===== config.mk =====
export PLATFORM = sky130hd
export DESIGN_NAME = button_gesture_classifier
export DESIGN_NICKNAME = d
export VERILOG_FILES = /design/src/rtl/bgc_pkg.sv /design/src/rtl/button_gesture_classifier.sv
export SDC_FILE = /design/constraint.sdc
export NUM_CORES = 1
export LEC_CHECK = 0
export ABC_AREA = 1
export BUFFER_PORTS_ARGS = -buffer_cell sky130_fd_sc_hd__buf_2
export CAP_MARGIN = 15
export CORE_MARGIN = 4
export CORE_UTILIZATION = 35
export CTS_CLUSTER_SIZE = 30
export DETAILED_ROUTE_END_ITERATION = 16
export PLACE_DENSITY_LB_ADDON = 0.15
export SLEW_MARGIN = 20
export SYNTH_ARGS = -nofsm -noshare
export SYNTH_HDL_FRONTEND = slang
export SYNTH_SLANG_ARGS = --single-unit

===== constraint.sdc =====
create_clock -name clk -period 8.2 [get_ports clk]
set_input_delay 1.64 -clock clk [delete_from_list [all_inputs] [get_ports clk]]
set_output_delay 1.64 -clock clk [all_outputs]
set_load 0.01 [all_outputs]

===== src/rtl/bgc_pkg.sv =====
`default_nettype none
package bgc_pkg;

	localparam int unsigned OpW   = 2;
	localparam int unsigned TimeW = 32;
	localparam int unsigned CfgW  = 16;
	localparam int unsigned GestW = 3;
	localparam int unsigned CntW  = 8;
	localparam int unsigned IdxW  = 2;

	localparam logic [OpW-1:0] OP_POLL   = 2'd0;
	localparam logic [OpW-1:0] OP_BUTTON = 2'd1;
	localparam logic [OpW-1:0] OP_TAP    = 2'd2;

	localparam logic [IdxW-1:0] REG_DEBOUNCE  = 2'd0;
	localparam logic [IdxW-1:0] REG_QUICK     = 2'd1;
	localparam logic [IdxW-1:0] REG_HOLD      = 2'd2;
	localparam logic [IdxW-1:0] REG_LONG_HOLD = 2'd3;

	localparam logic [GestW-1:0] G_SINGLE = 3'd0;
	localparam logic [GestW-1:0] G_DOUBLE = 3'd1;
	localparam logic [GestW-1:0] G_HOLD   = 3'd2;
	localparam logic [GestW-1:0] G_LONG   = 3'd3;
	localparam logic [GestW-1:0] G_TAP2   = 3'd4;

	localparam logic [CfgW-1:0] DEBOUNCE_RST  = 16'd10;
	localparam logic [CfgW-1:0] QUICK_RST     = 16'd500;
	localparam logic [CfgW-1:0] HOLD_RST      = 16'd1000;
	localparam logic [CfgW-1:0] LONG_HOLD_RST = 16'd2000;

	localparam logic [CntW-1:0] PRESS_MAX = 8'd255;

	typedef logic [TimeW-1:0] time_t;
	typedef logic [CfgW-1:0]  cfg_t;

endpackage
`default_nettype wire


===== src/rtl/button_gesture_classifier.sv =====
// Button and tap-sensor gesture classifier.
// Item channel (item_valid/item_ready): one timestamped event per transaction,
// opcode poll, button edge or tap sensor, with now_ms and button_level.
// Result channel (result_valid/result_ready): gesture code, at most one per
// event; events that cause no gesture produce no transaction.
// Config port: cfg_write_en, cfg_index, cfg_data; the user must write it only
// while idle; the block does not enforce this. Each event is evaluated in the
// input register and its gesture held in the result register. Throughput: one
// event per cycle unless stalled, set by the single evaluation stage between them.
// A stalled receiver holds the result register; the input register then holds
// one more event and item_ready falls until the result is taken.
// Reset (arst_n low): timing registers return to 10/500/1000/2000 ms, all
// tracking state clears, run start is set to all ones, both channels empty.
`default_nettype none
module button_gesture_classifier
	import bgc_pkg::*;
(
	input  wire              clk,
	input  wire              arst_n,
	input  wire              item_valid,
	output logic             item_ready,
	input  wire  [OpW-1:0]   opcode,
	input  wire  [TimeW-1:0] now_ms,
	input  wire              button_level,
	output logic             result_valid,
	input  wire              result_ready,
	output logic [GestW-1:0] gesture,
	input  wire              cfg_write_en,
	input  wire  [IdxW-1:0]  cfg_index,
	input  wire  [CfgW-1:0]  cfg_data
);

	cfg_t debounce_q, quick_q, hold_q, long_hold_q;

	time_t          button_last_edge_q, run_start_q, tap_last_time_q;
	logic [CntW-1:0] press_count_q;
	logic [1:0]     hold_phase_q;
	logic [1:0]     tap_count_q;

	logic            valid_s1;
	logic [OpW-1:0]  opcode_s1;
	time_t           now_s1;
	logic            level_s1;

	logic             advance;
	time_t            d_btn, d_tap, d_run;
	logic [2:0]       tap_inc;
	logic             emit;
	logic [GestW-1:0] gest_d;
	logic             btn_take, btn_press, tap_take, tap_far, tap_emit;
	logic             poll_act, end_run;
	logic             hold_set;

	assign advance    = valid_s1 && (!result_valid || result_ready);
	assign item_ready = !valid_s1 || advance;

	assign d_btn   = now_s1 - button_last_edge_q;
	assign d_tap   = now_s1 - tap_last_time_q;
	assign d_run   = now_s1 - run_start_q;
	assign tap_inc = {1'b0, tap_count_q} + 3'd1;

	always_comb begin
		emit      = 1'b0;
		gest_d    = G_SINGLE;
		btn_take  = 1'b0;
		btn_press = 1'b0;
		tap_take  = 1'b0;
		tap_far   = 1'b0;
		tap_emit  = 1'b0;
		poll_act  = 1'b0;
		end_run   = 1'b0;
		hold_set  = 1'b0;
		case (opcode_s1)
			OP_BUTTON: begin
				btn_take  = d_btn >= {16'd0, debounce_q};
				btn_press = btn_take && level_s1;
			end
			OP_TAP: begin
				tap_take = d_tap >= {16'd0, debounce_q};
				tap_far  = d_tap >= {16'd0, hold_q};
				tap_emit = tap_take && !tap_far && tap_inc >= 3'd2;
				if (tap_emit) begin
					emit   = 1'b1;
					gest_d = G_TAP2;
				end
			end
			OP_POLL: begin
				poll_act = press_count_q != '0;
				if (poll_act) begin
					if (level_s1) begin
						if (hold_phase_q == 2'd0) begin
							if (d_run >= {16'd0, hold_q}) begin
								hold_set = 1'b1;
								emit     = 1'b1;
								gest_d   = G_HOLD;
							end
						end else if (d_run >= {16'd0, long_hold_q}) begin
							end_run = 1'b1;
							emit    = 1'b1;
							gest_d  = G_LONG;
						end
					end else if (hold_phase_q != 2'd0) begin
						end_run = 1'b1;
					end else if (d_run >= {16'd0, quick_q}) begin
						end_run = 1'b1;
						if (press_count_q == 8'd1) begin
							emit   = 1'b1;
							gest_d = G_SINGLE;
						end else if (press_count_q == 8'd2) begin
							emit   = 1'b1;
							gest_d = G_DOUBLE;
						end
					end
				end
			end
			default: begin
			end
		endcase
	end

	always_ff @(posedge clk or negedge arst_n) begin
		if (!arst_n) begin
			debounce_q  <= DEBOUNCE_RST;
			quick_q     <= QUICK_RST;
			hold_q      <= HOLD_RST;
			long_hold_q <= LONG_HOLD_RST;
		end else if (cfg_write_en) begin
			case (cfg_index)
				REG_DEBOUNCE:  debounce_q  <= cfg_data;
				REG_QUICK:     quick_q     <= cfg_data;
				REG_HOLD:      hold_q      <= cfg_data;
				REG_LONG_HOLD: long_hold_q <= cfg_data;
				default: begin
				end
			endcase
		end
	end

	always_ff @(posedge clk or negedge arst_n) begin
		if (!arst_n) begin
			valid_s1 <= 1'b0;
		end else if (item_ready) begin
			valid_s1 <= item_valid;
		end
	end

	always_ff @(posedge clk) begin
		if (item_ready && item_valid) begin
			opcode_s1 <= opcode;
			now_s1    <= now_ms;
			level_s1  <= button_level;
		end
	end

	always_ff @(posedge clk or negedge arst_n) begin
		if (!arst_n) begin
			button_last_edge_q <= '0;
			run_start_q        <= '1;
			press_count_q      <= '0;
			hold_phase_q       <= 2'd0;
			tap_last_time_q    <= '0;
			tap_count_q        <= 2'd0;
		end else if (advance) begin
			if (opcode_s1 == OP_BUTTON) begin
				tap_count_q <= 2'd0;
			end
			if (btn_take) begin
				button_last_edge_q <= now_s1;
			end
			if (btn_press) begin
				if (press_count_q == '0) begin
					run_start_q <= now_s1;
				end
				if (press_count_q != PRESS_MAX) begin
					press_count_q <= press_count_q + 8'd1;
				end
			end
			if (tap_take) begin
				tap_last_time_q <= now_s1;
				if (tap_far) begin
					tap_count_q <= 2'd1;
				end else if (tap_emit) begin
					tap_count_q <= 2'd0;
				end else begin
					tap_count_q <= tap_inc[1:0];
				end
			end
			if (hold_set) begin
				hold_phase_q <= 2'd1;
			end
			if (end_run) begin
				press_count_q <= '0;
				hold_phase_q  <= 2'd0;
			end
		end
	end

	always_ff @(posedge clk or negedge arst_n) begin
		if (!arst_n) begin
			result_valid <= 1'b0;
		end else if (advance) begin
			result_valid <= emit;
		end else if (result_ready) begin
			result_valid <= 1'b0;
		end
	end

	always_ff @(posedge clk) begin
		if (advance && emit) begin
			gesture <= gest_d;
		end
	end

endmodule
`default_nettype wire

==> summary.md <==
| Metric | Value |
|---|---|
| Run status | `completed` |
| Root buf cell | `clkbuf_16` |
| Count of placed standard cells in the final layout, fillers left out | `3474` |
| Crit path setup slack, layout | `3.52 ns` |
| Source-to-sink clock delay at the later pin of the worst-skew pair | `0.57 ns` |
| DRC | `0` |
| Post-cts hold buffer count | `0` |
| Cell count after synthesis | `2706` |
| Post-synth EDFFs | `38` |
| Global-route wire length before repair | `87700 um` |
| Part of the power in combinational logic | `55.2%` |
| Register Area | `0.00554 mm2` |
| Number of global-route vias before repair | `16400` |
| Final hold violation count | `0` |
| Largest cells by area after synthesis | `nand2_1, dfrtp_1, ha_1` |
| Critical Setup Path Class | `reg2reg` |
| Floorplan die height | `235 um` |
| Fraction of final layout cells with drive strength greater than 1 | `9.06%` |
| P_sw | `2.92 mW` |
| Growth of design area from synthesis to finish | `11.3%` |
| Global placer's final weighted congestion | `0.953` |
| Post-synth cell types | `43` |
| Setup repair after global routing missed its margin | `false` |
| Pin count of the biggest net entering global routing | `111` |
| Number of antenna violations at the first check in global routing | `0` |
| Post-synthesis instance area | `0.0181 mm2` |
| Number of buffers on the longest clock path | `3` |
| First-pass DRT Iterations | `5` |
| Share of flip-flops with an asynchronous set or reset after synthesis | `82.0%` |
| GRT overflow | `0` |
| Pins Over Slew Limit | `0` |
| Top-Level Pins | `63` |
| Library cell occupying the most area in the post-synthesis netlist | `nand2_1` |
| Resize count post-CTS | `0` |
| Number of placement rows | `83` |
| Starting density of the core | `35.3%` |
| Number of levels in the clock H-tree | `1` |
| Final worst path period need | `4.68 ns` |
| Number of warning messages in the yosys log | `0` |
| Hold endpoint | `debounce_q[4]` |
| Worst-path clk slew | `0.06 ns` |
| Maximum clock skew at final layout | `0.0168 ns` |
| Worst-path fanout max | `64` |
| Count of final setup violators | `0` |
| Number of vias per cell | `4.82` |
| Hold/Removal Path Class | `reg2reg` |
| Layout fillers | `5514` |
| Dpl hpwl | `45400 um` |
| Worst setup EP type | `register` |
| Syn_nets | `2961` |
| Power density over the cells | `317 mW/mm2` |
| Width of the die | `235 um` |
| Synthesized area per cell | `6.69 um2` |
| # placed instances | `3422` |
| Synth Register Bits | `211` |
| Number of port buffers | `62` |
| Antenna cells | `0` |
| Clock tree from TritonCTS | `yes` |
| Register area share after synthesis | `30.6%` |
| Hold Crit Start | `debounce_q[4]` |
| Required time of the critical path | `8.69 ns` |
| DR vias | `16800` |
| Global routing usage summed across all routing layers | `19.6%` |
| Die footprint | `0.0554 mm2` |
| Max-cap violation count | `0` |
| Number of buffers added by the clock tree synthesis step | `28` |
| Worst-case register-to-register setup slack | `3.52 ns` |
| TritonCTS Sinks | `211` |
| Setup slack after placement | `3.52 ns` |
| Worst endpoint data arrival time | `5.17 ns` |
| Post-Route Setup TNS | `0 ns` |
| Endpoint of the worst register-to-register path | `run_start_q[6]` |
| Peak VDD IR | `181 uV` |
| Maximum achievable frequency | `214 MHz` |
| Area fraction of the dominant cell type after synthesis | `18.8%` |
| Cell count of the worst reg-to-reg path | `25` |
| Worst R2R Start | `now_s1[0]` |
| Average wire length per cell after detail routing | `15.9 um` |
| Depth of the worst hold-timing path | `2` |
| Final hold slack | `0.481 ns` |
| Total Power | `6.39 mW` |
| WL final | `55300 um` |
| Net total in the final layout | `3027` |
| Proportion of power drawn by flip-flops and latches | `22.9%` |
| Most instantiated flip-flop cell in the synthesis netlist | `dfrtp_1` |
| Static power due to leakage | `11.2 nW` |
| Multi-input gate area in the final layout | `0.0103 mm2` |
| Type of element launching the critical path | `register` |
| Part of the total power dissipated in the clock network | `21.9%` |
| Worst slew margin | `35.0%` |
| Number of setup buffers added after CTS | `0` |
| Period utilization | `57.0%` |
| Antenna Violating Nets Remaining | `0` |
| Worst-Margin Slew | `0.974 ns` |
| Internal power | `3.47 mW` |
| Standard cell core area | `0.0512 mm2` |
| Switching share of power | `45.7%` |
| First-iteration detailed-routing DRC count | `1142` |
## worst max-delay path: stages (launching register included)
cell	delay (ns)
edfxtp_1	0.36
inv_1	0.24
ha_1	0.20
inv_1	0.10
fa_1	0.48
nand3_1	0.11
nand3_1	0.20
nand2_1	0.12
nand2_1	0.16
nand3_1	0.12
nand2_1	0.12
xor2_1	0.17
ha_1	0.28
nand2_1	0.08
nor2_1	0.05
a211oi_1	0.16
nand2_1	0.07
inv_1	0.05
nand2_1	0.04
nor2_1	0.14
nand3_1	0.10
nor2_2	0.18
nand2_4	0.11
nand3_4	0.61
nor2_1	0.12
a21oi_2	0.14
## sequential cells by signal, indices dropped and copies added, names as in the netlist
signal              cells
button_last_edge_q     32
opcode_s1               2
hold_phase_q            1
level_s1                1
long_hold_q            16
tap_last_time_q        32
quick_q                16
valid_s1                1
tap_count_q             2
result_valid            1
run_start_q            32
gesture                 3
debounce_q             16
press_count_q           8
hold_q                 16
now_s1                 32
## cell type report
| type | count | area share, % |
|---|---|---|
| Timing Repair Buffer | 66 | 1.73 |
| Tap cell | 680 | 4.22 |
| Multi-Input combinational cell | 1911 | 51.0 |
| Clock buffer | 30 | 3.57 |
| Inverter | 554 | 10.3 |
| Sequential cell | 211 | 27.5 |
| Clock inverter | 22 | 1.68 |
## logic make-up after synthesis
family | share of synthesized area [%]
flip-flops | 30.6
AO/OA/AOI/OAI | 10.1
adder cells (fa/ha/maj) | 13.7
XOR/XNOR | 2.23
buffers and inverters | 12.7
AND/OR/NAND/NOR | 30.6
## stage by stage
step | instance area [um2] | util [%]
floorplan | 18100 | -
global placement | 19100 | 37.2
detailed placement | 19100 | 37.2
CTS | 20100 | 39.3
global route | 20100 | 39.3
finish | 20100 | 39.3
## power groups by stage
| stage | clock network [mW] | registers (mW) | logic [mW] |
|---|---|---|---|
| final | 1.40 | 1.47 | 3.53 |
| after CTS | 1.43 | 1.47 | 3.54 |
| after floorplan | 0 | 1.44 | 2.59 |
| after global placement | 0 | 1.48 | 3.45 |
| after detailed placement | 0 | 1.48 | 3.51 |
| after global routing | 1.47 | 1.49 | 4.05 |
## worst max-delay path by stage
| stage | startpoint | endpoint | slack, ns | cells past startpoint |
|---|---|---|---|---|
| after global placement | now_s1[0] | run_start_q[7] | 3.54 | 25 |
| after global routing | now_s1[0] | run_start_q[0] | 3.04 | 24 |
| after CTS | now_s1[0] | run_start_q[0] | 3.50 | 24 |
| final | now_s1[0] | run_start_q[6] | 3.52 | 25 |
| after floorplan | result_ready | item_ready | 4.74 | 2 |
| after detailed placement | now_s1[0] | run_start_q[0] | 3.52 | 24 |
## synth_stat cells, types with 2 or more instances
cell	count
nor3b_1	2
nand2_4	2
a21oi_1	104
ha_1	194
a21oi_2	28
xor2_1	45
nand2_2	8
and2_1	4
nor3_1	24
buf_6	12
o21bai_1	13
a31o_2	2
a211oi_1	8
inv_1	543
fa_1	3
clkbuf_1	12
nand4_1	27
dfrtp_1	121
nand3_2	6
a21o_1	4
nor2_2	12
nor4_1	3
buf_4	6
inv_2	11
nand2_1	907
o21ai_1	50
edfxtp_1	38
a31oi_1	2
dfstp_2	52
o211ai_1	2
nand3_1	115
o21ai_0	94
o21a_1	2
nand3b_1	14
nor2_1	218
o21ai_2	10
nor3_2	2
## cells in the final DEF (no fill, tap or decap), types with 8 or more instances in the layout
master / count
nand2_1: 907
xor2_1: 45
nand3_2: 9
a21oi_2: 28
clkbuf_16: 28
nor2_2: 12
nor3_1: 24
o21bai_1: 13
nand3b_1: 14
bufinv_16: 8
nor2_1: 218
ha_1: 194
o21ai_2: 10
edfxtp_1: 38
dfstp_2: 52
o21ai_0: 94
nand3_1: 112
nand2_2: 8
a211oi_1: 8
dfrtp_1: 121
inv_2: 11
o21ai_1: 50
inv_1: 543
a21oi_1: 104
nand4_1: 27
buf_2: 61
## metal layers
layer  wire length (um)  global-route usage (%)  part of all wire, %  vias up
li1                   -                       -                    -     8565
met1              26100                    26.8                   47     7817
met2              25700                    33.5                   47      286
met3               2080                    1.70                  3.8       83
met4               1320                    4.97                  2.4        0
met5                  0                       0                    0        -
Power figures use the tool's default switching activity.
